--- src/hw/rtl/mada_pkg.sv ---
// Shared types, opcodes and stream bit positions for the misaligned access decode block.
package mada_pkg;

	// Major opcodes and field masks
	localparam logic [6:0] OP_LOAD     = 7'h03;
	localparam logic [6:0] OP_STORE    = 7'h23;
	localparam logic [6:0] OP_LOAD_FP  = 7'h07;
	localparam logic [6:0] OP_STORE_FP = 7'h27;
	localparam logic [6:0] OPC_MASK    = 7'h7f;
	localparam logic [4:0] REG_MASK    = 5'h1f;

	// Configuration register indexes
	localparam int CFG_IDX_W = 2;
	localparam logic [CFG_IDX_W-1:0] CFG_XLEN_IS_64 = 2'd0;
	localparam logic [CFG_IDX_W-1:0] CFG_F_PRESENT  = 2'd1;
	localparam logic [CFG_IDX_W-1:0] CFG_D_PRESENT  = 2'd2;

	// Input word layout (lowest bit first)
	localparam int IN_INSTR_LSB = 0;
	localparam int IN_TST_BIT   = 32;
	localparam int IN_FSON_BIT  = 33;
	localparam int IN_LB_LSB    = 34;
	localparam int IN_SRC_LSB   = 98;
	localparam int IN_USED_W    = 162;
	localparam int IN_W         = 168;

	// Output word layout (lowest bit first)
	localparam int OUT_VERDICT_BIT = 0;
	localparam int OUT_ST_BIT      = 1;
	localparam int OUT_FP_BIT      = 2;
	localparam int OUT_LEN_LSB     = 3;
	localparam int OUT_REG_LSB     = 7;
	localparam int OUT_ILEN_LSB    = 12;
	localparam int OUT_LRES_LSB    = 15;
	localparam int OUT_WB_BIT      = 79;
	localparam int OUT_SDAT_LSB    = 80;
	localparam int OUT_FSD_BIT     = 144;
	localparam int OUT_USED_W      = 145;
	localparam int OUT_W           = 152;

	typedef struct packed {
		logic xlen_is_64;
		logic f_present;
		logic d_present;
	} mada_cfg_t;

	// Decoded access and the emulate/redirect decision
	typedef struct packed {
		logic       redirect;
		logic       st;
		logic       fp;
		logic       sext;
		logic [3:0] len;
		logic [4:0] rd;
		logic [2:0] ilen;
	} mada_dec_t;

	typedef struct packed {
		logic        verdict;
		logic        access_is_store;
		logic        access_is_fp;
		logic [3:0]  access_len;
		logic [4:0]  reg_index;
		logic [2:0]  instr_bytes;
		logic [63:0] load_result;
		logic        load_writeback;
		logic [63:0] store_data;
		logic        set_fs_dirty;
	} mada_res_t;

endpackage

--- src/hw/rtl/mada_decode.sv ---
// Instruction decode and emulate/redirect decision.
module mada_decode (
	input  logic [31:0]        instruction,
	input  logic               trap_is_store,
	input  logic               fp_state_on,
	input  mada_pkg::mada_cfg_t cfg,
	output mada_pkg::mada_dec_t dec
);

	logic       ok;
	logic       st;
	logic       fp;
	logic       sext;
	logic [3:0] len;
	logic [4:0] rd;
	logic [2:0] ilen;
	logic [2:0] f3w;
	logic [2:0] f3c;
	logic [2:0] sub;
	logic       sp;
	logic [6:0] opc;

	assign f3w = instruction[14:12];
	assign f3c = instruction[15:13];
	assign sub = instruction[12:10];
	assign sp  = (instruction[1:0] == 2'd2);
	assign opc = instruction[6:0] & mada_pkg::OPC_MASK;

	always_comb begin
		ok   = 1'b0;
		st   = 1'b0;
		fp   = 1'b0;
		sext = 1'b0;
		len  = 4'd0;
		rd   = 5'd0;
		ilen = 3'd0;
		if (instruction[1:0] == 2'd3) begin
			ilen = 3'd4;
			unique case (opc)
				mada_pkg::OP_LOAD: begin
					len  = 4'd1 << f3w[1:0];
					sext = ~f3w[2];
					rd   = instruction[11:7];
					ok   = (f3w[1:0] != 2'd0);
				end
				mada_pkg::OP_STORE: begin
					st  = 1'b1;
					len = 4'd1 << f3w[1:0];
					rd  = instruction[24:20];
					ok  = ~f3w[2] && (f3w[1:0] != 2'd0);
				end
				mada_pkg::OP_LOAD_FP, mada_pkg::OP_STORE_FP: begin
					fp  = 1'b1;
					st  = (opc == mada_pkg::OP_STORE_FP);
					len = f3w[0] ? 4'd8 : 4'd4;
					rd  = st ? instruction[24:20] : instruction[11:7];
					ok  = (f3w == 3'd2) || (f3w == 3'd3);
				end
				default: ok = 1'b0;
			endcase
		end else if (instruction[1:0] != 2'd1) begin
			ilen = 3'd2;
			sext = 1'b1;
			st   = f3c[2] && (f3c != 3'd4);
			if (!sp)
				rd = {2'b01, instruction[4:2]};
			else if (st)
				rd = instruction[6:2];
			else
				rd = instruction[11:7];
			case (f3c)
				3'd2, 3'd6: begin
					len = 4'd4;
					ok  = 1'b1;
				end
				3'd3, 3'd7: begin
					len = cfg.xlen_is_64 ? 4'd8 : 4'd4;
					fp  = ~cfg.xlen_is_64;
					ok  = 1'b1;
				end
				3'd1, 3'd5: begin
					len = 4'd8;
					fp  = 1'b1;
					ok  = 1'b1;
				end
				3'd4: begin
					// Zcb halfword forms: c.lhu, c.lh, c.sh
					len  = 4'd2;
					st   = (sub == 3'd3);
					sext = instruction[6];
					rd   = {2'b01, instruction[4:2]};
					ok   = ~sp && ((sub == 3'd1) || (sub == 3'd3));
				end
				default: ok = 1'b0;
			endcase
			// stack-relative integer loads need a nonzero destination
			if (f3c != 3'd4 && !(fp || st || !sp || rd != 5'd0))
				ok = 1'b0;
		end
	end

	always_comb begin
		dec.redirect = ~ok || (st != trap_is_store) ||
			(fp && (~cfg.f_present || ~fp_state_on || (len == 4'd8 && ~cfg.d_present)));
		dec.st   = st;
		dec.fp   = fp;
		dec.sext = sext;
		dec.len  = len;
		dec.rd   = rd;
		dec.ilen = ilen;
	end

endmodule

--- src/hw/rtl/mada_align.sv ---
// Load result assembly, store masking and final result fields.
module mada_align (
	input  mada_pkg::mada_dec_t dec,
	input  logic                xlen_is_64,
	input  logic [63:0]         load_bytes,
	input  logic [63:0]         store_source,
	output mada_pkg::mada_res_t res
);

	logic [63:0] lval;
	logic [63:0] sval;
	logic [63:0] src;

	always_comb begin
		case (dec.len)
			4'd2:    lval = {{48{dec.sext & ~dec.fp & load_bytes[15]}}, load_bytes[15:0]};
			4'd4:    lval = {{32{dec.sext & ~dec.fp & load_bytes[31]}}, load_bytes[31:0]};
			default: lval = load_bytes;
		endcase
		if (!dec.fp && !xlen_is_64)
			lval[63:32] = 32'd0;
	end

	always_comb begin
		src = store_source;
		if (!dec.fp && !xlen_is_64)
			src[63:32] = 32'd0;
		case (dec.len)
			4'd2:    sval = {48'd0, src[15:0]};
			4'd4:    sval = {32'd0, src[31:0]};
			default: sval = src;
		endcase
	end

	always_comb begin
		res = '0;
		res.verdict = dec.redirect;
		if (!dec.redirect) begin
			res.access_is_store = dec.st;
			res.access_is_fp    = dec.fp;
			res.access_len      = dec.len;
			res.reg_index       = dec.rd;
			res.instr_bytes     = dec.ilen;
			if (dec.st) begin
				res.store_data = sval;
			end else begin
				res.load_result    = lval;
				res.load_writeback = ~dec.fp && (dec.rd != 5'd0);
				res.set_fs_dirty   = dec.fp;
			end
		end
	end

endmodule

--- src/hw/rtl/misaligned_access_decode_align.sv ---
// Top level: misaligned access decode and data alignment, two-register stream pipeline.
//
//  channel  | direction | word                              | accepted when
//  ---------+-----------+-----------------------------------+------------------------
//  s_*      | in        | trapped access (instr, bytes)     | s_tvalid & s_tready
//  m_*      | out       | verdict, decode, aligned data     | m_tvalid & m_tready
//  cfg_*    | in        | xlen / F / D enables              | cfg_we
//
// Each word is registered on entry (_s1), decoded and aligned by short logic, and the
// result registered (_s2): m_tvalid rises once the word has passed through both registers;
// one word per cycle sustained while m_tready stays high.
// A stalled output holds its word while the input register can still take the next one;
// s_tready is low only when both registers are full and m_tready is low.
// arst_n clears both valid bits and sets all three config enables.
module misaligned_access_decode_align (
	input  logic                             clk,
	input  logic                             arst_n,
	input  logic                             s_tvalid,
	output logic                             s_tready,
	// instruction[31:0], trap_is_store[32], fp_state_on[33], load_bytes[97:34],
	// store_source[161:98], zero pad[167:162]
	input  logic [mada_pkg::IN_W-1:0]        s_tdata,
	output logic                             m_tvalid,
	input  logic                             m_tready,
	// verdict[0], access_is_store[1], access_is_fp[2], access_len[6:3], reg_index[11:7],
	// instr_bytes[14:12], load_result[78:15], load_writeback[79], store_data[143:80],
	// set_fs_dirty[144], zero pad[151:145]
	output logic [mada_pkg::OUT_W-1:0]       m_tdata,
	input  logic                             cfg_we,
	input  logic [mada_pkg::CFG_IDX_W-1:0]   cfg_index,
	input  logic [0:0]                       cfg_data
);

	mada_pkg::mada_cfg_t cfg_q;

	logic                             valid_s1;
	logic [mada_pkg::IN_USED_W-1:0]   word_s1;
	logic                             valid_s2;
	mada_pkg::mada_res_t              res_s2;

	logic                s1_ready;
	logic                s2_ready;
	mada_pkg::mada_dec_t dec;
	mada_pkg::mada_res_t res;

	// Config writes must arrive only while the pipeline is empty; the block does not enforce it.
	always_ff @(posedge clk or negedge arst_n) begin
		if (!arst_n) begin
			cfg_q <= '{xlen_is_64: 1'b1, f_present: 1'b1, d_present: 1'b1};
		end else if (cfg_we) begin
			unique case (cfg_index)
				mada_pkg::CFG_XLEN_IS_64: cfg_q.xlen_is_64 <= cfg_data[0];
				mada_pkg::CFG_F_PRESENT:  cfg_q.f_present  <= cfg_data[0];
				mada_pkg::CFG_D_PRESENT:  cfg_q.d_present  <= cfg_data[0];
				default: ;
			endcase
		end
	end

	assign s2_ready = ~valid_s2 | m_tready;
	assign s1_ready = ~valid_s1 | s2_ready;
	assign s_tready = s1_ready;

	// Input register
	always_ff @(posedge clk or negedge arst_n) begin
		if (!arst_n)
			valid_s1 <= 1'b0;
		else if (s1_ready)
			valid_s1 <= s_tvalid;
	end

	always_ff @(posedge clk) begin
		if (s_tvalid && s1_ready)
			word_s1 <= s_tdata[mada_pkg::IN_USED_W-1:0];
	end

	mada_decode u_decode (
		.instruction   (word_s1[mada_pkg::IN_INSTR_LSB +: 32]),
		.trap_is_store (word_s1[mada_pkg::IN_TST_BIT]),
		.fp_state_on   (word_s1[mada_pkg::IN_FSON_BIT]),
		.cfg           (cfg_q),
		.dec           (dec)
	);

	mada_align u_align (
		.dec          (dec),
		.xlen_is_64   (cfg_q.xlen_is_64),
		.load_bytes   (word_s1[mada_pkg::IN_LB_LSB +: 64]),
		.store_source (word_s1[mada_pkg::IN_SRC_LSB +: 64]),
		.res          (res)
	);

	// Result register
	always_ff @(posedge clk or negedge arst_n) begin
		if (!arst_n)
			valid_s2 <= 1'b0;
		else if (s2_ready)
			valid_s2 <= valid_s1;
	end

	always_ff @(posedge clk) begin
		if (valid_s1 && s2_ready)
			res_s2 <= res;
	end

	assign m_tvalid = valid_s2;

	always_comb begin
		m_tdata = '0;
		m_tdata[mada_pkg::OUT_VERDICT_BIT]   = res_s2.verdict;
		m_tdata[mada_pkg::OUT_ST_BIT]        = res_s2.access_is_store;
		m_tdata[mada_pkg::OUT_FP_BIT]        = res_s2.access_is_fp;
		m_tdata[mada_pkg::OUT_LEN_LSB +: 4]  = res_s2.access_len;
		m_tdata[mada_pkg::OUT_REG_LSB +: 5]  = res_s2.reg_index;
		m_tdata[mada_pkg::OUT_ILEN_LSB +: 3] = res_s2.instr_bytes;
		m_tdata[mada_pkg::OUT_LRES_LSB +: 64] = res_s2.load_result;
		m_tdata[mada_pkg::OUT_WB_BIT]        = res_s2.load_writeback;
		m_tdata[mada_pkg::OUT_SDAT_LSB +: 64] = res_s2.store_data;
		m_tdata[mada_pkg::OUT_FSD_BIT]       = res_s2.set_fs_dirty;
	end

endmodule

--- config.mk ---
export PLATFORM = sky130hd
export DESIGN_NAME = misaligned_access_decode_align
export DESIGN_NICKNAME = d
export VERILOG_FILES = /design/src/hw/rtl/mada_pkg.sv /design/src/hw/rtl/mada_decode.sv /design/src/hw/rtl/mada_align.sv /design/src/hw/rtl/misaligned_access_decode_align.sv
export SDC_FILE = /design/constraint.sdc
export NUM_CORES = 1
export LEC_CHECK = 0
export BUFFER_PORTS_ARGS = -buffer_cell sky130_fd_sc_hd__buf_2
export CORE_MARGIN = 4
export CORE_UTILIZATION = 55
export DETAILED_ROUTE_END_ITERATION = 10
export PLACE_DENSITY = 0.84
export SYNTH_ARGS = -nofsm -noshare
export SYNTH_HDL_FRONTEND = slang
export SYNTH_HIERARCHICAL = 1
export SYNTH_SLANG_ARGS = --single-unit
--- constraint.sdc ---
create_clock -name clk -period 13 [get_ports clk]
set_clock_uncertainty 0.1 [all_clocks]
set_input_delay 3.25 -clock clk [delete_from_list [all_inputs] [get_ports clk]]
set_output_delay 3.25 -clock clk [all_outputs]
set_load 0.05 [all_outputs]
## Word-level counts from Yosys, hierarchy flattened

Index checks and enable logic that the tools add are counted.

- Shifts and indexed selects: 1
- Bitwise logic cells: 16
- Eq/ne operators: 25
- Reduce and logical (&&, ||, !) cells: 40
- Mux-type cells: 41

Operators by type and width:

| cell | number |
|---|---|
| 64-bit case mux with 2 select lines | 2 |
| 5-bit two-way mux | 8 |
| 32-bit two-way mux | 1 |
| 1-bit two-way mux | 17 |
| 4-bit two-way mux | 4 |
| 4-bit case mux with 4 select lines | 1 |
| 2-bit OR reduction | 8 |
| 3-bit by 2-bit equality test with 1-bit output, second input constant | 5 |
| 5-bit case mux with 3 select lines | 1 |
| 7-bit by 6-bit equality test with 1-bit output, second input constant | 2 |
| 3-bit equality test, second input constant | 4 |
| 1-bit inverter | 11 |
| 1-bit logical AND | 10 |
| 5-bit nonzero test | 2 |
| 1-bit logical OR | 9 |
| 4-bit case mux with 2 select lines | 1 |
| 7-bit by 2-bit equality test with 1-bit output, second input constant | 1 |
| 7-bit by 3-bit equality test with 1-bit output, second input constant | 1 |
| 2-bit equality test, second input constant | 3 |
| 3-bit by 1-bit equality test with 1-bit output, second input constant | 2 |
| 1-bit case mux with 2 select lines | 3 |
| 2-bit AND reduction | 3 |
| 6-bit OR reduction | 1 |
| 4-bit by 2-bit equality test with 1-bit output, second input constant | 1 |
| 16 further kinds | 22 |

- Output and inout port bits: 154
- Bits of input ports: 176
- Register bits after elaboration: 312
- Logic and storage cells: 141

## Longest topological paths before layout

Gate-level depths: netlist of run 1.

- Word-level depth: 18
- Gate-level depth with buffers: 11
- Gate-level depth less buffers: 8

## Hierarchy

The synthesis of run 1 kept the hierarchy.

Modules (own cells, without submodules):

| module | times used | area an instance (µm²) | sequential area each (µm²) | cells each |
|---|---|---|---|---|
| misaligned_access_decode_align | 1 | 9504.1 | 9347.7 | 332 |
| mada_align | 1 | 1360.1 | 0.0 | 234 |
| mada_decode | 1 | 529.3 | 0.0 | 74 |

## Least setup slack after synthesis of run 1

Ideal clock, no wire load.

- Kind: in2reg
- From: in m_tready
- To: reg word_s1[0] (netlist bit), enable pin
- Arrival: 7.483 ns
- Setup time: 0.541 ns
- Buffers on the path: 0
- Cell stages on the path: 2
- Required time: 12.359 ns
- Slack: 4.877 ns
- Cells stage by stage: nand3b_1 and2_1

- Longest elaborated chain between the ends: 3

RTL lines:

| item | RTL line | RTL |
|---|---|---|
| from (decl) | misaligned_access_decode_align.sv:24 | `input logic m_tready,` |
| 1-bit OR | misaligned_access_decode_align.sv:60 | `assign s2_ready = ~valid_s2 \| m_tready;` |
| 1-bit OR | misaligned_access_decode_align.sv:61 | `assign s1_ready = ~valid_s1 \| s2_ready;` |
| 1-bit logical AND | misaligned_access_decode_align.sv:73 | `if (s_tvalid && s1_ready)` |
| to (signal assigned) | misaligned_access_decode_align.sv:74 | `word_s1 <= s_tdata[mada_pkg::IN_USED_W-1:0];` |
| to (decl) | misaligned_access_decode_align.sv:37 | `logic [mada_pkg::IN_USED_W-1:0] word_s1;` |

No other way between the ends.
A chain may end at the register's enable or synchronous reset.

## Worst setup path in the final report of run 1

- From: in m_tready
- To: out s_tready

- Longest elaborated chain between the ends: 2

RTL lines:

| item | RTL line | RTL |
|---|---|---|
| 1-bit OR | misaligned_access_decode_align.sv:60 |  |
| 1-bit OR | misaligned_access_decode_align.sv:61 |  |
| to (decl) | misaligned_access_decode_align.sv:19 | `output logic s_tready,` |

No other way between the ends.

==> impl_metrics.env, run 1 <==
export IMPL_outcome="completed"
export IMPL_routed_wl_mm=22.9
export IMPL_seq_area_um2=9020
export IMPL_antenna_found_initial=4
export IMPL_core_rowCount=51
export IMPL_seqPwrFrac_pct=53.4
export IMPL_start_util_pct=56.3
export IMPL_cp_slowest_cell="buf_2"
export IMPL_multiInputGateArea_um2=1790
export IMPL_grt_pass1_wl_mm=33.6
export IMPL_hold_ws_ns=0.404
export IMPL_dr_pass1_iters=5
export IMPL_htree_levels=1
export IMPL_syn_avg_cell_area_um2=17.6
export IMPL_setup_viol=0
export IMPL_cts_sinks=301
export IMPL_cp_top_family="buffers and inverters"
export IMPL_cpPeakStageDelay_ns=0.24
export IMPL_die_w_um=150
export IMPL_tightest_slew_ns=1.01
export IMPL_cts_tree="done"
export IMPL_postSynthCellCount=629
export IMPL_routedWlPerCell_um=18.7
export IMPL_crit_path_end_kind="primary output"
export IMPL_fin_crit_sh_pct=54.9
export IMPL_maxCapViolations=0
export IMPL_critPathKind="primary input to primary output"
export IMPL_die_h_um=150
export IMPL_powerDensity_nw_per_um2=161
export IMPL_cts_buffers=29
export IMPL_cp_start_kind="primary input"
export IMPL_path_clk_slew_ns=0.06
export IMPL_path_buf_inv=2
export IMPL_holdCritPathClass="register to register"
export IMPL_p_switching_mw=0.552
export IMPL_intPower_mw=1.64
export IMPL_cts_resized=0
export IMPL_dieArea_um2=22400
export IMPL_clk_path_buf_depth=3
export IMPL_crit_top_cell="buf_2"
export IMPL_port_buffers=305
export IMPL_ioPinCount=330
export IMPL_max_slew_margin_pct=32.7
export IMPL_fin_setup_tns_ns=0
export IMPL_combPwrFrac_pct=11.8
export IMPL_vias=6294
export IMPL_final_max_slew_viol_count=0
export IMPL_ctsHoldBuffers=0
export IMPL_overflow=0
export IMPL_power_frac_clock_pct=34.8
export IMPL_final_layout_size_suffix_gt1_share_pct=40.0
export IMPL_p_sw_share_pct=25.2
export IMPL_crit_fanout=3
export IMPL_crit_chain="buf_2 -> nand3b_1 -> buf_2"
export IMPL_syn_to_final_growth_pct=23.0
export IMPL_postRouteAntennaNets=0
export IMPL_detail_route_vias_per_cell=5.15
export IMPL_gp_congestion=0.845
export IMPL_worstPathRequired_ns=9.65
export IMPL_fillers=1301
export IMPL_power_leakage_nw=5.47
export IMPL_dp_hpwl_mm=15.7
export IMPL_worstPathArrival_ns=3.79
export IMPL_synthesis_area_um2=11100
export IMPL_rsz0062_at_grt="no"
export IMPL_vdd_drop_max_uv=173
export IMPL_groute_usage_overall_pct=19.5
export IMPL_drc=0
export IMPL_grt_pass1_vias=6233
export IMPL_insertion_delay_ns=0.53
export IMPL_hold_viol=0
export IMPL_grt_max_degree=85
export IMPL_synth_warnings=6
export IMPL_cts_setup_buffers=0
export IMPL_period_needed_ns=7.14
export IMPL_max_freq_ghz=0.140
export IMPL_nNetsFinal=1107
export IMPL_core_area_um2=19700
export IMPL_cts_root_buf="clkbuf_16"
export IMPL_drt_iter0_drc=406
==> stage by stage <==
stage	util (%)	instances	power (mW)	setup slack (ns)	instance area, um^2
after floorplan	-	635	1.38	5.13	11100
after global placement	64.7	1165	1.44	5.89	12700
after detailed placement	64.7	1165	1.45	5.87	12700
after CTS	69.2	1218	2.22	5.86	13600
after global routing	69.2	1221	2.28	5.83	13600
final	69.2	1223	2.19	5.86	13600
==> layout by cell type, fill, tap and decap left out, types with 4 or more instances in the layout <==
cell type / count
clkbuf_16: 29
edfxtp_1: 296
conb_1: 8
a21oi_1: 39
buf_2: 305
buf_4: 6
nor2_1: 6
diode_2: 5
nand2b_1: 6
clkinv_1: 4
nand2_1: 22
nor2b_1: 16
nand3_1: 32
a21oi_2: 11
clkinv_2: 4
mux2i_1: 9
nand3b_1: 6
o22ai_1: 7
and2_1: 66
and3_1: 16
clkbuf_1: 9
==> metal layers <==
layer  GRT usage [%]  share of wire [%]  vias to the layer above  wire (um)
met2            36.0                 55                      285      12500
met1            22.2                 34                     2995       7880
met3            4.30                7.4                       53       1700
met5               0              0.057                        -         13
met4            7.27                3.6                        2        818
li1                -                  -                     2959          -
==> registers in the layout, indices dropped and copies added, names as in the netlist <==
signal    count
word_s1     151
valid_s1      1
cfg_q         3
m_tvalid      1
m_tdata     145
==> path summary, 6_finish.rpt <==
path / from / endpoint / slack [ns] / cells past startpoint
setup / recovery: m_tready / s_tready / 5.86 / 3
hold / removal: valid_s1 / m_tvalid / 0.40 / 1
setup reg to reg: word_s1[0] / m_tdata[137] / 9.21 / 9
hold reg to reg: valid_s1 / m_tvalid / 0.40 / 1
max in group asynchronous: arst_n / cfg_q[0] / 10.15 / 1
min in group asynchronous: arst_n / valid_s1 / 2.44 / 1
==> worst reg2reg max path: cells and delay by family (launching register included) <==
kind | cells | cell delay [ns]
AO/OA/AOI/OAI | 3 | 1.57
flip-flops | 1 | 0.56
XOR/XNOR | 1 | 0.16
AND/OR/NAND/NOR | 4 | 0.95
buffers and inverters | 1 | 0.32
==> final cells by class <==
| type | instances | share of cell area, % |
|---|---|---|
| inverter | 3 | 0.0828 |
| multi-input combinational | 285 | 13.1 |
| clock buffer | 38 | 5.58 |
| clock inverter | 15 | 0.855 |
| timing repair buffer | 311 | 11.5 |
| sequential | 301 | 66.3 |
| tap | 265 | 2.44 |
| antenna | 5 | 0.0920 |
==> power by group through the flow <==
stage,clock (mW),combinational (mW),sequential (mW)
after floorplan,0,0.0734,1.31
final,0.763,0.259,1.17
after global routing,0.831,0.274,1.17
after global placement,0,0.256,1.19
after CTS,0.784,0.262,1.17
after detailed placement,0,0.261,1.19
Power figures use the tool's default switching activity.
==> inputs of run 2 (changes only) <==
--- a/config.mk
+++ b/config.mk
@@ -5,11 +5,12 @@
 export SDC_FILE = /design/constraint.sdc
 export NUM_CORES = 1
 export LEC_CHECK = 0
+export ABC_AREA = 1
 export BUFFER_PORTS_ARGS = -buffer_cell sky130_fd_sc_hd__buf_2
 export CORE_MARGIN = 4
-export CORE_UTILIZATION = 55
+export CORE_UTILIZATION = 47
 export DETAILED_ROUTE_END_ITERATION = 10
-export PLACE_DENSITY = 0.84
+export PLACE_DENSITY = 0.76
 export SYNTH_ARGS = -nofsm -noshare
 export SYNTH_HDL_FRONTEND = slang
 export SYNTH_HIERARCHICAL = 1
==> constraint.sdc (replaced) <==
create_clock -name clk -period 6.45 [get_ports clk]
set_clock_uncertainty 0.1 [all_clocks]
set_input_delay 1.6125 -clock clk [delete_from_list [all_inputs] [get_ports clk]]
set_output_delay 1.6125 -clock clk [all_outputs]
set_load 0.05 [all_outputs]
==> impl_metrics.env, run 2 <==
export IMPL_outcome="completed"
export IMPL_grt_pass1_wl_mm=36.5
export IMPL_syn_to_final_growth_pct=22.8
export IMPL_largest_reg_flops=151
export IMPL_synth_warnings=6
export IMPL_dpl_worst_slack_ns=2.03
export IMPL_die_w_um=164
export IMPL_rr_endpoint="m_tdata[51]"
export IMPL_grt_max_degree=152
export IMPL_drt_iter0_drc=476
export IMPL_hold_viol=0
export IMPL_tightest_slew_ns=1.00
export IMPL_fin_cells=1448
export IMPL_min_path_cells=2
export IMPL_layout_commonest_cell="buf_2"
export IMPL_dp_hpwl_mm=16.2
export IMPL_vdd_drop_max_uv=213
export IMPL_postSynthCellCount=797
export IMPL_rsz0062_at_grt="no"
export IMPL_vias=6977
export IMPL_port_buffers=305
export IMPL_cp_start_kind="register"
export IMPL_place_inst=1388
export IMPL_powerDensity_nw_per_um2=337
export IMPL_synthesis_area_um2=11500
export IMPL_r2r_setup_slack_ns=2.08
export IMPL_startpoint="word_s1[0]"
export IMPL_power_leakage_nw=5.70
export IMPL_cts_resized=0
export IMPL_fin_setup_tns_ns=0
export IMPL_routedWlPerCell_um=17.0
export IMPL_ioPinCount=330
export IMPL_cts_tree="done"
export IMPL_fin_crit_sh_pct=67.7
export IMPL_period_needed_ns=4.37
export IMPL_fillers=1889
export IMPL_start_util_pct=47.6
export IMPL_final_max_slew_viol_count=0
export IMPL_crit_path_end_kind="register"
export IMPL_groute_usage_overall_pct=17.3
export IMPL_critPathKind="register to register"
export IMPL_final_cell_mix="305 x buf_2, 296 x edfxtp_1, 149 x nand2_1, 108 x nor2_1, 40 x inv_1"
export IMPL_rr_worst_depth=11
export IMPL_max_flop_register="word_s1"
export IMPL_overflow=0
export IMPL_dieArea_um2=27100
export IMPL_grt_pass1_vias=6732
export IMPL_worstPathRequired_ns=6.61
export IMPL_die_h_um=164
export IMPL_setup_slack_ns=2.08
export IMPL_cts_buffers=31
export IMPL_holdCritPathClass="register to register"
export IMPL_cts_setup_buffers=0
export IMPL_maxCapViolations=0
export IMPL_nNetsFinal=1273
export IMPL_dr_pass1_iters=5
export IMPL_cts_sinks=301
export IMPL_final_util_pct=58.5
export IMPL_core_area_um2=24200
export IMPL_r2r_start="word_s1[0]"
export IMPL_clk_path_buf_depth=3
export IMPL_max_freq_ghz=0.229
export IMPL_worstHoldEndpoint="cfg_q[0]"
export IMPL_insertion_delay_ns=0.54
export IMPL_core_rowCount=57
export IMPL_ctsHoldBuffers=0
export IMPL_hold_ws_ns=0.366
export IMPL_postRouteAntennaNets=0
export IMPL_htree_levels=1
export IMPL_final_layout_size_suffix_gt1_share_pct=34.4
export IMPL_hold_path_startpoint="cfg_q[0]"
export IMPL_crit_fanout=49
export IMPL_path_clk_slew_ns=0.06
export IMPL_setup_viol=0
export IMPL_syn_avg_cell_area_um2=14.4
export IMPL_routed_wl_mm=24.6
export IMPL_drc=0
export IMPL_gp_congestion=0.882
export IMPL_worstPathArrival_ns=4.53
export IMPL_antenna_found_initial=2
export IMPL_max_slew_margin_pct=32.8
export IMPL_cts_root_buf="clkbuf_16"
export IMPL_detail_route_vias_per_cell=4.82
## run 2: layer usage
metal	share of wire [%]	wire length, um	global-route usage [%]	vias up
li1	-	-	-	3375
met1	40	9730	21.9	3289
met2	50	12300	29.8	255
met3	6.7	1650	3.59	58
met4	3.5	871	6.35	0
met5	0	0	0	-
## run 2: worst max path at each step
stage	end	slack, ns
floorplan	m_tdata[0]	0.01
global placement	m_tdata[51]	2.17
detailed placement	m_tdata[51]	2.03
CTS	m_tdata[51]	2.00
global route	m_tdata[51]	1.69
finish	m_tdata[51]	2.08
## run 2: critical path, cell delays in order, from the launching register on
cell,delay [ns]
edfxtp_1,0.57
nand2_2,0.15
nor2_4,0.20
nand2_2,0.12
o32ai_1,0.43
inv_2,0.07
nor2_1,0.12
nand2_2,0.56
nand2_2,0.85
nand2_2,0.13
nor2_4,0.61
nor2_1,0.11
## run 2: metrics by stage
step           total power [mW]  cell area [um^2]
6_report                   4.76             14100
5_1_grt                    4.95             14100
4_1_cts                    4.82             14100
3_5_place_dp               3.18             13200
3_3_place_gp               3.17             13200
2_1_floorplan              3.00             11500
## run 2: final cells by class
type | instances | area [um^2] | share of cell area, %
diodes | 2 | 5.00 | 0.0354
clock buffers | 38 | 802 | 5.67
clock inverters | 20 | 124 | 0.876
inverters | 47 | 186 | 1.32
multi-input cells | 406 | 2010 | 14.2
flip-flops and latches | 301 | 9020 | 63.8
well taps | 324 | 405 | 2.87
repair buffers | 310 | 1590 | 11.2
## run 2: where the power goes
part | total, mW | switching [mW] | internal (mW)
logic | 0.725 | 0.577 | 0.148
registers | 2.41 | 0.0502 | 2.36
clock network | 1.62 | 0.705 | 0.920
